### config.mk
export PLATFORM = sky130hd
export DESIGN_NAME = servo_status_packet_parser_top_flat
export DESIGN_NICKNAME = d
export VERILOG_FILES = /design/src/rtl/sspp_pkg.sv /design/src/rtl/sspp_if.sv /design/src/rtl/sspp_frame.sv /design/src/rtl/sspp_out_reg.sv /design/src/rtl/servo_status_packet_parser_top.sv /design/src/flat_wrapper.sv
export SDC_FILE = /design/constraint.sdc
export NUM_CORES = 1
export LEC_CHECK = 0
export BUFFER_PORTS_ARGS = -buffer_cell sky130_fd_sc_hd__buf_2
export CORE_ASPECT_RATIO = 1.1
export CORE_MARGIN = 4
export CORE_UTILIZATION = 51
export DETAILED_ROUTE_END_ITERATION = 10
export HOLD_SLACK_MARGIN = 0.02
export PLACE_DENSITY_LB_ADDON = 0.1
export SYNTH_ARGS = -nofsm -noshare
export SYNTH_HDL_FRONTEND = slang
export SYNTH_SLANG_ARGS = --single-unit
### constraint.sdc
create_clock -name clk_i -period 3.45 [get_ports clk_i]
set_clock_uncertainty 0.15 [all_clocks]
set_input_delay 0.1725 -clock clk_i [delete_from_list [all_inputs] [get_ports clk_i]]
set_output_delay 0.1725 -clock clk_i [all_outputs]
set_load 0.02 [all_outputs]
### src/rtl/sspp_pkg.sv
// Shared types and constants of the servo status packet parser.
package sspp_pkg;

  localparam logic [7:0] HdrByte = 8'hFF;
  localparam int unsigned NumCapt = 9;

  typedef enum logic [1:0] {
    ST_OK      = 2'd0,
    ST_SERVO   = 2'd1,
    ST_CORRUPT = 2'd2
  } status_e;

  typedef struct packed {
    logic [7:0] rx_byte;
    logic       reply_start;
    logic [7:0] requested_id;
  } item_t;

  typedef struct packed {
    logic [7:0]  target_id;
    logic [7:0]  reply_id;
    logic [7:0]  error_flags;
    logic [15:0] position_word;
    logic [15:0] speed_word;
    logic [15:0] load_word;
    status_e     status;
  } result_t;

endpackage

### src/rtl/sspp_if.sv
// Valid/ready channel interfaces for received bytes and parsed results.
interface sspp_in_if;
  logic       valid;
  logic       ready;
  logic [7:0] rx_byte;
  logic       reply_start;
  logic [7:0] requested_id;

  modport source (output valid, output rx_byte, output reply_start,
                  output requested_id, input ready);
  modport sink (input valid, input rx_byte, input reply_start,
                input requested_id, output ready);
endinterface

interface sspp_out_if;
  logic        valid;
  logic        ready;
  logic [7:0]  target_id;
  logic [7:0]  reply_id;
  logic [7:0]  error_flags;
  logic [15:0] position_word;
  logic [15:0] speed_word;
  logic [15:0] load_word;
  logic [1:0]  status;

  modport source (output valid, output target_id, output reply_id, output error_flags,
                  output position_word, output speed_word, output load_word,
                  output status, input ready);
  modport sink (input valid, input target_id, input reply_id, input error_flags,
                input position_word, input speed_word, input load_word,
                input status, output ready);
endinterface

### src/rtl/sspp_frame.sv
// Frame state machine: header check, byte capture, checksum and result build.
module sspp_frame (
  input  logic              clk_i,
  input  logic              rst_ni,
  input  logic              adv_i,
  input  sspp_pkg::item_t   item_i,
  output logic              res_valid_o,
  output sspp_pkg::result_t res_o
);
  import sspp_pkg::*;

  localparam logic [3:0] PhIdle    = 4'd0;
  localparam logic [3:0] PhHdr2Ok  = 4'd1;
  localparam logic [3:0] PhHdr2Bad = 4'd2;
  localparam logic [3:0] PhId      = 4'd3;
  localparam logic [3:0] PhDataEnd = 4'd11;
  localparam logic [3:0] PhCheck   = 4'd12;
  localparam logic [3:0] PhDiscard = 4'd13;

  logic [3:0] phase_q, phase_d;
  logic [7:0] target_q, target_d;
  logic [7:0] sum_q, sum_d;
  logic [7:0] capt_q [NumCapt];
  logic       capt_we;
  logic [3:0] capt_idx;

  assign capt_idx = phase_q - PhId;

  always_comb begin
    phase_d     = phase_q;
    target_d    = target_q;
    sum_d       = sum_q;
    capt_we     = 1'b0;
    res_valid_o = 1'b0;
    res_o       = '{target_id: target_q, reply_id: capt_q[0], error_flags: capt_q[2],
                    position_word: {capt_q[4], capt_q[3]},
                    speed_word: {capt_q[6], capt_q[5]},
                    load_word: {capt_q[8], capt_q[7]}, status: ST_OK};
    if (item_i.reply_start) begin
      // restart: this byte is the first header byte
      target_d = item_i.requested_id;
      sum_d    = '0;
      phase_d  = (item_i.rx_byte == HdrByte) ? PhHdr2Ok : PhHdr2Bad;
    end else begin
      case (phase_q)
        PhHdr2Ok, PhHdr2Bad: begin
          if (phase_q == PhHdr2Ok && item_i.rx_byte == HdrByte) begin
            phase_d = PhId;
          end else begin
            res_valid_o         = 1'b1;
            res_o.reply_id      = '0;
            res_o.error_flags   = '0;
            res_o.position_word = '0;
            res_o.speed_word    = '0;
            res_o.load_word     = '0;
            res_o.status        = ST_CORRUPT;
            phase_d             = PhDiscard;
          end
        end
        PhCheck: begin
          res_valid_o = 1'b1;
          if (item_i.rx_byte != ~sum_q) begin
            res_o.status = ST_CORRUPT;
          end else if (capt_q[2] != '0) begin
            res_o.status = ST_SERVO;
          end else begin
            res_o.status = ST_OK;
          end
          phase_d = PhDiscard;
        end
        default: begin
          if (phase_q >= PhId && phase_q <= PhDataEnd) begin
            capt_we = 1'b1;
            sum_d   = sum_q + item_i.rx_byte;
            phase_d = phase_q + 4'd1;
          end
        end
      endcase
    end
  end

  always_ff @(posedge clk_i or negedge rst_ni) begin
    if (!rst_ni) begin
      phase_q  <= PhIdle;
      target_q <= '0;
      sum_q    <= '0;
    end else if (adv_i) begin
      phase_q  <= phase_d;
      target_q <= target_d;
      sum_q    <= sum_d;
    end
  end

  always_ff @(posedge clk_i) begin
    if (adv_i && capt_we) begin
      capt_q[capt_idx] <= item_i.rx_byte;
    end
  end

  a_start_no_result: assert property (@(posedge clk_i) disable iff (!rst_ni)
    item_i.reply_start |-> !res_valid_o)
    else $error("result raised on a reply start byte");

  a_ok_means_no_error: assert property (@(posedge clk_i) disable iff (!rst_ni)
    (adv_i && res_valid_o && res_o.status == ST_OK) |-> res_o.error_flags == '0)
    else $error("ok status with nonzero servo error byte");

  a_capture_ends_in_check: assert property (@(posedge clk_i) disable iff (!rst_ni)
    (adv_i && !item_i.reply_start && phase_q == PhDataEnd) |=> phase_q == PhCheck)
    else $error("capture did not advance to checksum phase");

endmodule

### src/rtl/sspp_out_reg.sv
// Result register driving the output channel.
module sspp_out_reg (
  input  logic              clk_i,
  input  logic              rst_ni,
  input  logic              load_i,
  input  sspp_pkg::result_t data_i,
  output logic              free_o,
  sspp_out_if.source        res_o
);
  import sspp_pkg::*;

  logic    valid_q;
  result_t data_q;

  // free when empty or when the held result transfers this cycle
  assign free_o = !valid_q || res_o.ready;

  always_ff @(posedge clk_i or negedge rst_ni) begin
    if (!rst_ni) begin
      valid_q <= 1'b0;
    end else if (free_o) begin
      valid_q <= load_i;
    end
  end

  always_ff @(posedge clk_i) begin
    if (free_o && load_i) begin
      data_q <= data_i;
    end
  end

  assign res_o.valid         = valid_q;
  assign res_o.target_id     = data_q.target_id;
  assign res_o.reply_id      = data_q.reply_id;
  assign res_o.error_flags   = data_q.error_flags;
  assign res_o.position_word = data_q.position_word;
  assign res_o.speed_word    = data_q.speed_word;
  assign res_o.load_word     = data_q.load_word;
  assign res_o.status        = 2'(data_q.status);

endmodule

### src/rtl/servo_status_packet_parser_top.sv
// Top level of the servo status packet parser.
//
// Usage:
//   rx_i carries the reply bytes of a servo, one byte per transfer, together
//   with reply_start (set on the first byte after a read request) and the
//   requested id. res_o carries one result per reply: the latched target id,
//   the reply id, the servo error byte, position/speed/load words and a status
//   (ok, servo error, corrupt). A bad header gives a corrupt result on the
//   second header byte; a good frame gives its result on the checksum byte.
//   Other bytes give no result.
// Timing:
//   A byte lands in the input register; once the result register is free, the
//   frame logic updates its state and loads the result register, so a result
//   reaches res_o through the input and then the result register. One byte is
//   taken every cycle while res_o is not stalled; the input register sets the rate.
// Reset and stalls:
//   Reset returns the parser to idle (waiting for reply start) and empties
//   both registers. When the receiver holds off res_o with a result pending,
//   the input register holds its byte and rx_i.ready drops until it drains.
module servo_status_packet_parser_top (
  input  logic      clk_i,
  input  logic      rst_ni,
  sspp_in_if.sink   rx_i,
  sspp_out_if.source res_o
);
  import sspp_pkg::*;

  logic    s1_valid_q;
  item_t   s1_item_q;
  logic    out_free;
  logic    adv;
  logic    res_valid;
  result_t res;

  // process the held byte when the result register can take whatever it yields
  assign adv        = s1_valid_q && out_free;
  assign rx_i.ready = !s1_valid_q || adv;

  always_ff @(posedge clk_i or negedge rst_ni) begin
    if (!rst_ni) begin
      s1_valid_q <= 1'b0;
    end else if (rx_i.ready) begin
      s1_valid_q <= rx_i.valid;
    end
  end

  // capture the byte on transfer; hold it while stalled
  always_ff @(posedge clk_i) begin
    if (rx_i.ready && rx_i.valid) begin
      s1_item_q <= '{rx_byte: rx_i.rx_byte, reply_start: rx_i.reply_start,
                     requested_id: rx_i.requested_id};
    end
  end

  sspp_frame u_frame (
    .clk_i       (clk_i),
    .rst_ni      (rst_ni),
    .adv_i       (adv),
    .item_i      (s1_item_q),
    .res_valid_o (res_valid),
    .res_o       (res)
  );

  sspp_out_reg u_out_reg (
    .clk_i  (clk_i),
    .rst_ni (rst_ni),
    .load_i (adv && res_valid),
    .data_i (res),
    .free_o (out_free),
    .res_o  (res_o)
  );

  a_result_from_advance: assert property (@(posedge clk_i) disable iff (!rst_ni)
    $rose(res_o.valid) |-> $past(adv && res_valid))
    else $error("result appeared without a processed byte");

  a_stalled_byte_holds: assert property (@(posedge clk_i) disable iff (!rst_ni)
    (s1_valid_q && !adv) |=> (s1_valid_q && $stable(s1_item_q)))
    else $error("input register lost a byte while stalled");

endmodule
### src/flat_wrapper.sv
// flat-port wrapper written by rule: the top's interface ports become plain ports
module servo_status_packet_parser_top_flat import sspp_pkg::*;
  (clk_i, rst_ni, rx_i_valid, rx_i_rx_byte, rx_i_reply_start, rx_i_requested_id, rx_i_ready, res_o_valid, res_o_target_id, res_o_reply_id, res_o_error_flags, res_o_position_word, res_o_speed_word, res_o_load_word, res_o_status, res_o_ready);
  sspp_in_if rx_i_i ();
  sspp_out_if res_o_i ();
  input  logic clk_i;
  input  logic rst_ni;
  input wire logic [$bits(rx_i_i.valid)-1:0] rx_i_valid;
  input wire logic [$bits(rx_i_i.rx_byte)-1:0] rx_i_rx_byte;
  input wire logic [$bits(rx_i_i.reply_start)-1:0] rx_i_reply_start;
  input wire logic [$bits(rx_i_i.requested_id)-1:0] rx_i_requested_id;
  output wire logic [$bits(rx_i_i.ready)-1:0] rx_i_ready;
  output wire logic [$bits(res_o_i.valid)-1:0] res_o_valid;
  output wire logic [$bits(res_o_i.target_id)-1:0] res_o_target_id;
  output wire logic [$bits(res_o_i.reply_id)-1:0] res_o_reply_id;
  output wire logic [$bits(res_o_i.error_flags)-1:0] res_o_error_flags;
  output wire logic [$bits(res_o_i.position_word)-1:0] res_o_position_word;
  output wire logic [$bits(res_o_i.speed_word)-1:0] res_o_speed_word;
  output wire logic [$bits(res_o_i.load_word)-1:0] res_o_load_word;
  output wire logic [$bits(res_o_i.status)-1:0] res_o_status;
  input wire logic [$bits(res_o_i.ready)-1:0] res_o_ready;
  assign rx_i_i.valid = rx_i_valid;
  assign rx_i_i.rx_byte = rx_i_rx_byte;
  assign rx_i_i.reply_start = rx_i_reply_start;
  assign rx_i_i.requested_id = rx_i_requested_id;
  assign rx_i_ready = rx_i_i.ready;
  assign res_o_valid = res_o_i.valid;
  assign res_o_target_id = res_o_i.target_id;
  assign res_o_reply_id = res_o_i.reply_id;
  assign res_o_error_flags = res_o_i.error_flags;
  assign res_o_position_word = res_o_i.position_word;
  assign res_o_speed_word = res_o_i.speed_word;
  assign res_o_load_word = res_o_i.load_word;
  assign res_o_status = res_o_i.status;
  assign res_o_i.ready = res_o_ready;
  servo_status_packet_parser_top u_core (.clk_i(clk_i), .rst_ni(rst_ni), .rx_i(rx_i_i), .res_o(res_o_i));
endmodule
==> results of run 1 <==
-- final cells by class --
type                       instances  area [µm²]  area share
sequential                       177        5200       0.634
multi-input combinational        198        1420       0.173
timing repair buffer             127         778      0.0948
clock buffer                      17         425      0.0518
tap                              157         196      0.0239
clock inverter                    15         165      0.0201
inverter                           4        15.0     0.00183
-- logic make-up (layout without fill, tap and decap cells) --
logic type | count (synthesis) | in the layout | synth area share
simple gates | 120 | 120 | 0.108
flops | 177 | 177 | 0.778
mux | 8 | 8 | 0.0135
buf+inv | 15 | 163 | 0.0110
compound gates | 48 | 48 | 0.0510
xor+xnor | 7 | 7 | 0.00916
fa+ha+maj | 15 | 15 | 0.0292
-- synthesized netlist by cell type, types with 2 or more instances --
| cell type | number |
|---|---|
| nor4_1 | 2 |
| o21bai_1 | 3 |
| nand3b_1 | 2 |
| o21ai_0 | 9 |
| a21oi_1 | 11 |
| clkbuf_1 | 7 |
| a31oi_1 | 3 |
| inv_1 | 4 |
| ha_1 | 14 |
| nor2b_1 | 66 |
| nand4_1 | 3 |
| and2_1 | 11 |
| edfxtp_1 | 155 |
| nor3_1 | 4 |
| a21o_1 | 3 |
| buf_6 | 2 |
| a22o_1 | 8 |
| nor2_1 | 5 |
| mux2_2 | 8 |
| xor2_1 | 2 |
| xnor2_1 | 5 |
| buf_2 | 2 |
| nand2b_1 | 3 |
| dfrtp_1 | 22 |
| nand2_1 | 10 |
| nand3_1 | 5 |
| a211oi_1 | 2 |
-- critical path, stage by stage, from the launching register on --
cell and delay (ns):
dfrtp_1 0.49, inv_1 0.14, ha_1 0.28, or3b_1 0.39, a21boi_1 0.19, nor3b_2 0.18
buf_4 0.21, and2b_2 0.18, and2_1 0.34
-- through the flow --
step           utilization  hold slack (ns)
4_1_cts              0.644            0.109
2_1_floorplan            -           -0.273
3_5_place_dp         0.581           0.0337
6_report             0.644            0.111
5_1_grt              0.644            0.169
3_3_place_gp         0.581           0.0285
-- registers in the layout, indices dropped and copies added (netlist names) --
signal                                flops
u_core.u_frame.capt_q                    64
u_core.s1_item_q                         17
u_core.u_out_reg.res_o.load_word         16
u_core.u_out_reg.res_o.position_word     16
u_core.u_out_reg.res_o.speed_word        16
u_core.u_frame.sum_q                      8
u_core.u_frame.target_q                   8
u_core.u_out_reg.res_o.error_flags        8
u_core.u_out_reg.res_o.reply_id           8
u_core.u_out_reg.res_o.target_id          8
u_core.u_frame.phase_q                    4
u_core.u_out_reg.res_o.status             2
u_core.s1_valid_q                         1
u_core.u_out_reg.res_o.valid              1
-- what timing repair did --
action,in CTS,in global routing
hold endpoints to repair,41,0
hold buffers,21,0
buffers inserted,0,0
-- metal layers --
layer | wire length (µm) | up-vias | GRT usage
met3 | 638 | 13 | 0.0543
met5 | 0 | - | 0
met2 | 6100 | 114 | 0.281
met1 | 5240 | 1770 | 0.224
met4 | 146 | 0 | 0.0567
li1 | - | 1729 | -
-- cells in the final DEF, fill, tap and decap left out, types with 5 or more instances in the layout --
| master | n |
|---|---|
| a22o_1 | 8 |
| dlygate4sd3_1 | 21 |
| buf_4 | 9 |
| o21ai_0 | 9 |
| xnor2_1 | 5 |
| clkbuf_16 | 17 |
| nor2b_1 | 66 |
| nand3_1 | 5 |
| dfrtp_1 | 22 |
| a21oi_1 | 11 |
| nand2_1 | 10 |
| ha_1 | 14 |
| edfxtp_1 | 155 |
| buf_2 | 96 |
| nor2_1 | 5 |
| mux2_2 | 8 |
| and2_1 | 10 |
-- report_power, final --
| part | internal, µW | switching, µW | leakage (µW) | total (µW) |
|---|---|---|---|---|
| combinational | 467 | 768 | 0.00112 | 1240 |
| sequential | 2670 | 151 | 0.00169 | 2820 |
| clock | 1130 | 771 | 0.000282 | 1900 |
| total | 4270 | 1690 | 0.00309 | 5960 |
-- worst min path at each step --
stage | slack (ns) | from | endpoint | depth (start not counted)
after floorplan | -0.27 | rst_ni | u_core.s1_valid_q | 0
after global placement | 0.03 | rst_ni | u_core.u_frame.target_q[1] | 1
after detailed placement | 0.03 | rst_ni | u_core.u_frame.target_q[1] | 1
after CTS | 0.11 | rst_ni | u_core.u_frame.target_q[2] | 2
after global routing | 0.17 | rst_ni | u_core.u_frame.target_q[2] | 2
final | 0.11 | rst_ni | u_core.u_frame.target_q[1] | 2
==> flow_summary.yaml, run 1 <==
timing:
  rsz0062_at_grt: "false"
  period_share: 0.842
  fin_setup_tns_ns: 0
  fin_crit_ns: 2.90
  final-setup-viol-count: 0
  hold_violations: 0
  relSlewSlack: 0.495
  fmax_ghz: 0.344
  fin_ws_ns: 0.546
  slew_violations: 0
  tightestPinTransition_ns: 0.758
layout:
  antenna_cells: 0
  syn2layout_area_growth_pct: 22.6
  nFillCells: 924
  drive_gt1_frac: 0.283
  final_cell_area_um2: 8210
  final_nets: 561
  fin_cells: 695
detailed_routing:
  final_antenna_net_count: 0
  routed_wirelength_mm: 12.1
  via_per_inst: 5.22
  vias: 3626
  first_iter_violations: 271
  dr.pass1.iters: 4
  wl_per_cell_um: 17.4
  drt_drc_violations_left: 0
flow_run:
  cap_violations: 0
setup_path:
  reg2reg_depth: 8
  crit_fanout: 11
  timing.rr.end: "u_core.u_frame.capt_q[3][1]"
  worstPathRequired_ns: 3.38
  startpoint_type: "register"
  r2r_setup_slack_ns: 0.55
  reg2reg_from: "u_core.u_frame.phase_q[0]"
  critPathLaunch: "u_core.u_frame.phase_q[0]"
  arrival_ns: 2.84
  cp-end-kind: "register"
  path_class: "reg -> reg"
  critPathCapture: "u_core.u_frame.capt_q[3][1]"
synth:
  yosys_warnings: 0
  ys_ff_latch: 177
  synth_top_area_frac: 0.696
  syn_area_per_cell_um2: 17.2
  syn_inst: 390
  yosys.area.top_type: "edfxtp_1"
  synth-seq-area-share: 0.778
  synthesis.area_um2: 6690
  syn-num-nets: 426
  synth_edf_count: 155
  synthArstFlopShare: 0.124
  synth_flop_cell: "edfxtp_1"
  synth.distinct_cells: 46
  ys_top_cells_by_area: "edfxtp_1 70%, dfrtp_1 8.2%, nor2b_1 6.2%"
power_and_ir_drop:
  leakagePower_uw: 0.00309
  design_power_total_uw: 5960
  worst_ir_drop_vdd_mv: 0.394
  p_per_area_nw_per_um2: 727
floorplanning:
  core_um2: 12800
  die_y_um: 128
  ios: 97
  rows: 43
  dieArea_um2: 15000
  die_x_um: 117
  start_util: 0.525
clock_tree:
  clock_sinks: 177
  htreeDepth: 4
  cts_buffers: 17
  clock_path_buffers: 2
  clock_latency_ns: 0.42
  cts_tree: "built"
  cts_resized: 0
  clockRootBuffer: "clkbuf_16"
  path_clk_slew_ns: 0.06
grt:
  grt_max_degree: 65
  first_global_vias: 3596
  grt_pass1_wl_mm: 19.1
  grt.overflow.total: 0
  grt_usage: 0.174
  grt_antenna_before_repair: 0
placed_design:
  dpl_cell_area_um2: 7400
  globalplace.congestion: 0.833
  hpwl_mm: 7.85
  dp_cells: 642
  io_buffers: 96
  dp_slack_ns: 0.540
min_path:
  hold_class: "in -> async"
status:
  status: "complete, no violations"
(Power assumes the default switching activity.)
==> inputs of run 2 (changes only) <==
--- a/config.mk
+++ b/config.mk
@@ -8,7 +8,7 @@
 export BUFFER_PORTS_ARGS = -buffer_cell sky130_fd_sc_hd__buf_2
 export CORE_ASPECT_RATIO = 1.1
 export CORE_MARGIN = 4
-export CORE_UTILIZATION = 51
+export CORE_UTILIZATION = 55
 export DETAILED_ROUTE_END_ITERATION = 10
 export HOLD_SLACK_MARGIN = 0.02
 export PLACE_DENSITY_LB_ADDON = 0.1
==> constraint.sdc (replaced) <==
create_clock -name clk_i -period 2.7 [get_ports clk_i]
set_clock_uncertainty 0.15 [all_clocks]
set_input_delay 0.135 -clock clk_i [delete_from_list [all_inputs] [get_ports clk_i]]
set_output_delay 0.135 -clock clk_i [all_outputs]
set_load 0.02 [all_outputs]
==> run 2 against run 1 <==
Clock-buffer cell count increased by 1. Critical path depth decreased by 1. Via count up 1.1%. Non-clock buffer count grew 5. First-iteration DRC count decreased by 34%. Final area increased by 0.72%. Power up 28%. Sequential power up 28%. Global-route usage is 1.3 points higher. Critical endpoint is now u_core.u_frame.capt_q[0][7]. Largest cell class unchanged.
==> flow_summary.yaml, run 2 (synthesis gave the netlist of run 1 again) <==
setup_path:
  crit_fanout: 8
  r2r_setup_slack_ns: 0.12
  worstPathRequired_ns: 2.66
  crit_chain: "inv_1, ha_1, or3b_1, a21boi_1, nor3b_2, and2b_2, and2_2"
  critPathLaunch: "u_core.u_frame.phase_q[0]"
  path_class: "reg -> reg"
  slowest_delay_ns: 0.48
  cp_top_family: "simple AND/OR/NAND/NOR gates"
  timing.rr.end: "u_core.u_frame.capt_q[0][7]"
  worstSetupPathDepth: 7
  slowest_stage: "dfrtp_1"
  cp-end-kind: "register"
  reg2reg_depth: 7
  path_buf_inv: 1
  arrival_ns: 2.53
  startpoint_type: "register"
  reg2reg_from: "u_core.u_frame.phase_q[0]"
layout:
  layout_common_cells: "155 x edfxtp_1, 96 x buf_2, 66 x nor2b_1, 22 x dfrtp_1, 21 x dlygate4sd3_1"
  antenna_cells: 0
  nFillCells: 788
  syn2layout_area_growth_pct: 23.5
  final_nets: 566
  ff_latch_area_um2: 5200
  largest_reg_flops: 64
  final_common_cell: "edfxtp_1"
  drive_gt1_frac: 0.295
  reg_top3: "u_core.u_frame.capt_q x64, u_core.s1_item_q x17"
  fin_cells: 696
  regMostFlops: "u_core.u_frame.capt_q"
  multiInputGateArea_um2: 1420
  finish.utilization: 0.690
timing:
  hold_violations: 0
  relSlewSlack: 0.480
  tightestPinTransition_ns: 0.780
  fin_setup_tns_ns: 0
  fmax_ghz: 0.388
  fin_crit_ns: 2.58
  final-setup-viol-count: 0
  slew_violations: 0
  rsz0062_at_grt: "false"
  period_share: 0.955
clock_tree:
  path_clk_slew_ns: 0.06
  clock_sinks: 177
  cts_buffers: 17
  clock_path_buffers: 2
  clock_latency_ns: 0.42
  clockRootBuffer: "clkbuf_16"
  htreeDepth: 4
  cts_tree: "built"
  cts_setup_buffers: 0
placed_design:
  io_buffers: 96
  hpwl_mm: 7.93
  dp_cells: 644
  globalplace.congestion: 0.876
power_and_ir_drop:
  worst_ir_drop_vdd_mv: 0.538
  comb_power_share: 0.212
  internal_power_uw: 5430
  pwr-share-seq: 0.474
  switchingPower_uw: 2210
  p_per_area_nw_per_um2: 925
  design_power_total_uw: 7640
  swShare: 0.289
  leakagePower_uw: 0.00313
  p_clk_frac: 0.314
floorplanning:
  start_util: 0.558
  core_um2: 12000
  die_y_um: 124
  ios: 97
  dieArea_um2: 14000
  die_x_um: 113
  rows: 42
grt:
  grt_usage: 0.186
  grt_max_degree: 65
  use_met2: 0.319
  first_global_vias: 3622
  grtUsageMet1: 0.234
  grt.overflow.total: 0
  grt_pass1_wl_mm: 19.5
  top_usage_layer: "met2"
  grt_util_met3: 0.0476
  grt_antenna_before_repair: 0
detailed_routing:
  via_per_inst: 5.27
  dr.pass1.iters: 4
  final_antenna_net_count: 0
  routed_wirelength_mm: 12.3
  first_iter_violations: 180
  wl_per_cell_um: 17.6
  drt_drc_violations_left: 0
  vias: 3665
min_path:
  hold_class: "in -> async"
flow_run:
  cap_violations: 0
status:
  status: "complete, no violations"
## run 2: repair_timing
| item | in CTS | in global routing |
|---|---|---|
| hold endpoints to repair | 41 | 0 |
| hold buffers | 21 | 0 |
| setup endpoints to repair | 0 | 24 |
| resized for setup | 0 | 3 |
## run 2: how the worst max path moves through the flow
stage and to:
3_3_place_gp u_core.u_frame.capt_q[3][6], 5_1_grt u_core.u_frame.capt_q[5][1], 2_1_floorplan u_core.u_frame.capt_q[8][0], 4_1_cts u_core.u_frame.capt_q[0][7], 6_report u_core.u_frame.capt_q[0][7], 3_5_place_dp u_core.u_frame.capt_q[2][0]
## run 2: area by class of cell
type | count | share of cell area
Clock buffer | 18 | 0.0519
Sequential cell | 177 | 0.630
Timing Repair Buffer | 132 | 0.102
Clock inverter | 13 | 0.0191
Multi-Input combinational cell | 198 | 0.172
Tap cell | 154 | 0.0233
Inverter | 4 | 0.00182
## run 2: power groups by stage
stage          registers [µW]  logic, µW  clock network, µW
2_1_floorplan            3790        981                  0
3_3_place_gp             3660       1560                  0
3_5_place_dp             3670       1590                  0
4_1_cts                  3620       1630               2450
5_1_grt                  3660       1790               2580
6_report                 3620       1620               2400
## run 2: stage by stage
step                instance area [µm²]  hold slack (ns)  setup slack (ns)
global placement                   7460         -0.00118             0.131
CTS                                8260           0.0903           0.00494
finish                             8260           0.0947             0.122
detailed placement                 7460           0.0106            0.0604
global route                       8260            0.151           0.00517
floorplan                          6690           -0.311             0.195
## run 2: metal layers
layer  part of all wire  up-vias  wire, µm
li1                   -     1731         -
met4              0.016        0       191
met2               0.52      126      6380
met5                  0        -         0
met1               0.41     1790      5070
met3              0.051       18       631
==> inputs of run 3 (changes only) <==
--- a/config.mk
+++ b/config.mk
@@ -7,11 +7,11 @@
 export LEC_CHECK = 0
 export BUFFER_PORTS_ARGS = -buffer_cell sky130_fd_sc_hd__buf_2
 export CORE_ASPECT_RATIO = 1.1
-export CORE_MARGIN = 4
 export CORE_UTILIZATION = 55
 export DETAILED_ROUTE_END_ITERATION = 10
 export HOLD_SLACK_MARGIN = 0.02
 export PLACE_DENSITY_LB_ADDON = 0.1
+export RECOVER_POWER = 100
 export SYNTH_ARGS = -nofsm -noshare
 export SYNTH_HDL_FRONTEND = slang
 export SYNTH_SLANG_ARGS = --single-unit
==> run 3 against run 2 <==
Setup slack gained 0.036 ns. Clock power down 5%. Routed wire length fell by 6.0%. Sequential power barely moved. First-iteration DRC count decreased by 4.4%.
==> flow_summary.yaml, run 3 (synthesis gave the netlist of run 1 again) <==
status:
  status: "complete, no violations"
timing:
  hold_violations: 0
  timing.hold.ws_ns: 0.271
  final-setup-viol-count: 0
  fin_ws_ns: 0.158
  relSlewSlack: 0.134
  slew_violations: 0
  fin_setup_tns_ns: 0
  fmax_ghz: 0.393
  tightestPinTransition_ns: 1.30
  period_share: 0.941
  fin_crit_ns: 2.54
detailed_routing:
  routed_wirelength_mm: 11.5
  via_per_inst: 5.18
  final_antenna_net_count: 0
  first_iter_violations: 172
  dr.pass1.iters: 4
  vias: 3590
  wl_per_cell_um: 16.6
  drt_drc_violations_left: 0
grt:
  grt_pass1_wl_mm: 18.1
  grt_usage: 0.196
  grt.overflow.total: 0
  grt_max_degree: 65
  grt_antenna_before_repair: 0
  first_global_vias: 3608
setup_path:
  r2r_setup_slack_ns: 0.16
  cp-end-kind: "register"
  reg2reg_depth: 7
  arrival_ns: 2.50
  crit_fanout: 8
  worstPathRequired_ns: 2.66
  path_class: "reg -> reg"
  reg2reg_from: "u_core.u_frame.phase_q[1]"
  startpoint_type: "register"
  timing.rr.end: "u_core.u_frame.capt_q[0][1]"
layout:
  reg_top3: "u_core.u_frame.capt_q x64, u_core.s1_item_q x17"
  regMostFlops: "u_core.u_frame.capt_q"
  drive_gt1_frac: 0.142
  largest_reg_flops: 64
  ff_latch_area_um2: 5210
  multiInputGateArea_um2: 1430
  final_cell_area_um2: 8120
  syn2layout_area_growth_pct: 21.3
  nFillCells: 816
  antenna_cells: 0
  final_common_cell: "edfxtp_1"
  final_nets: 566
  layout_common_cells: "155 x edfxtp_1, 86 x clkbuf_1, 66 x nor2b_1, 21 x dlygate4sd3_1, 21 x dfrtp_1"
power_and_ir_drop:
  p_per_area_nw_per_um2: 921
  worst_ir_drop_vdd_mv: 0.468
  swShare: 0.293
  leakagePower_uw: 0.00287
  design_power_total_uw: 7470
  internal_power_uw: 5290
  p_clk_frac: 0.307
  pwr-share-seq: 0.485
  comb_power_share: 0.208
  switchingPower_uw: 2190
min_path:
  hold-path-cell-count: 2
  hold_class: "in -> reg"
  worst_hold_startpoint: "rx_i_requested_id[7]"
  hold_end: "u_core.s1_item_q[7]"
clock_tree:
  htreeDepth: 4
  clock_sinks: 177
  cts_buffers: 17
  cts_tree: "built"
  clock_latency_ns: 0.42
  clockRootBuffer: "clkbuf_16"
  path_clk_slew_ns: 0.07
  clock_path_buffers: 2
floorplanning:
  die_x_um: 107
  ios: 97
  die_y_um: 118
  dieArea_um2: 12600
  core_um2: 11600
  rows: 41
  start_util: 0.575
placed_design:
  hpwl_mm: 7.65
  globalplace.congestion: 0.938
  dpl_cell_area_um2: 7450
  dp_slack_ns: 0.0413
  io_buffers: 96
flow_run:
  cap_violations: 0
[run 3: cell types whose count changed in the layout (fill, tap and decap cells not counted), moves of 2 or more]
cell,previous run,this run
clkbuf_1,1,86
clkinv_4,5,1
inv_6,2,4
clkinvlp_4,0,4
buf_4,12,4
buf_2,96,19
[run 3: final cells by class]
cell class / instances / share of cell area
flip-flops and latches: 177 / 0.641
multi-input cells: 198 / 0.176
repair buffers: 132 / 0.0885
clock buffers: 19 / 0.0533
well taps: 150 / 0.0231
clock inverters: 13 / 0.0154
inverters: 4 / 0.00185
[run 3: worst max-delay path by stage]
stage,startpoint,to
floorplan,u_core.u_frame.phase_q[0],u_core.u_frame.capt_q[8][0]
global placement,u_core.u_frame.phase_q[0],u_core.u_frame.capt_q[2][7]
detailed placement,u_core.u_frame.phase_q[0],u_core.u_frame.capt_q[8][4]
CTS,u_core.u_frame.phase_q[0],u_core.u_frame.capt_q[0][1]
global route,u_core.u_frame.phase_q[1],u_core.u_frame.capt_q[0][1]
finish,u_core.u_frame.phase_q[1],u_core.u_frame.capt_q[0][1]
[run 3: critical path, stage by stage (launching register included)]
cell,delay [ns]
dfrtp_1,0.46
inv_1,0.13
ha_1,0.25
or3b_1,0.36
a21boi_1,0.19
nor3b_4,0.26
and2b_2,0.19
and2_2,0.25
[run 3: timing repair]
action / 4_1_cts / 5_1_grt
resized for setup: 1 / 5
endpoints found under the setup margin: 6 / 81
hold buffers: 21 / 0
hold endpoints to repair: 41 / 0
setup buffers: 0 / 1
pin swaps: 0 / 0
[run 3: layer usage]
metal | vias up | part of all wire | track usage
met4 | 0 | 0.021 | 0.0873
met3 | 18 | 0.050 | 0.0432
met5 | - | 0 | 0
met1 | 1726 | 0.43 | 0.250
met2 | 120 | 0.50 | 0.322
li1 | 1726 | - | -
[run 3: power by group through the flow]
stage / sequential [µW] / combinational [µW] / clock, µW
final: 3630 / 1550 / 2290
after floorplan: 3790 / 981 / 0
after CTS: 3620 / 1620 / 2330
after global routing: 3670 / 1720 / 2440
after global placement: 3660 / 1550 / 0
after detailed placement: 3680 / 1590 / 0
[run 3: through the flow]
step | util | cells
after detailed placement | 0.640 | 639
after floorplan | - | 390
after global routing | 0.697 | 693
after CTS | 0.706 | 692
final | 0.697 | 693
after global placement | 0.640 | 639
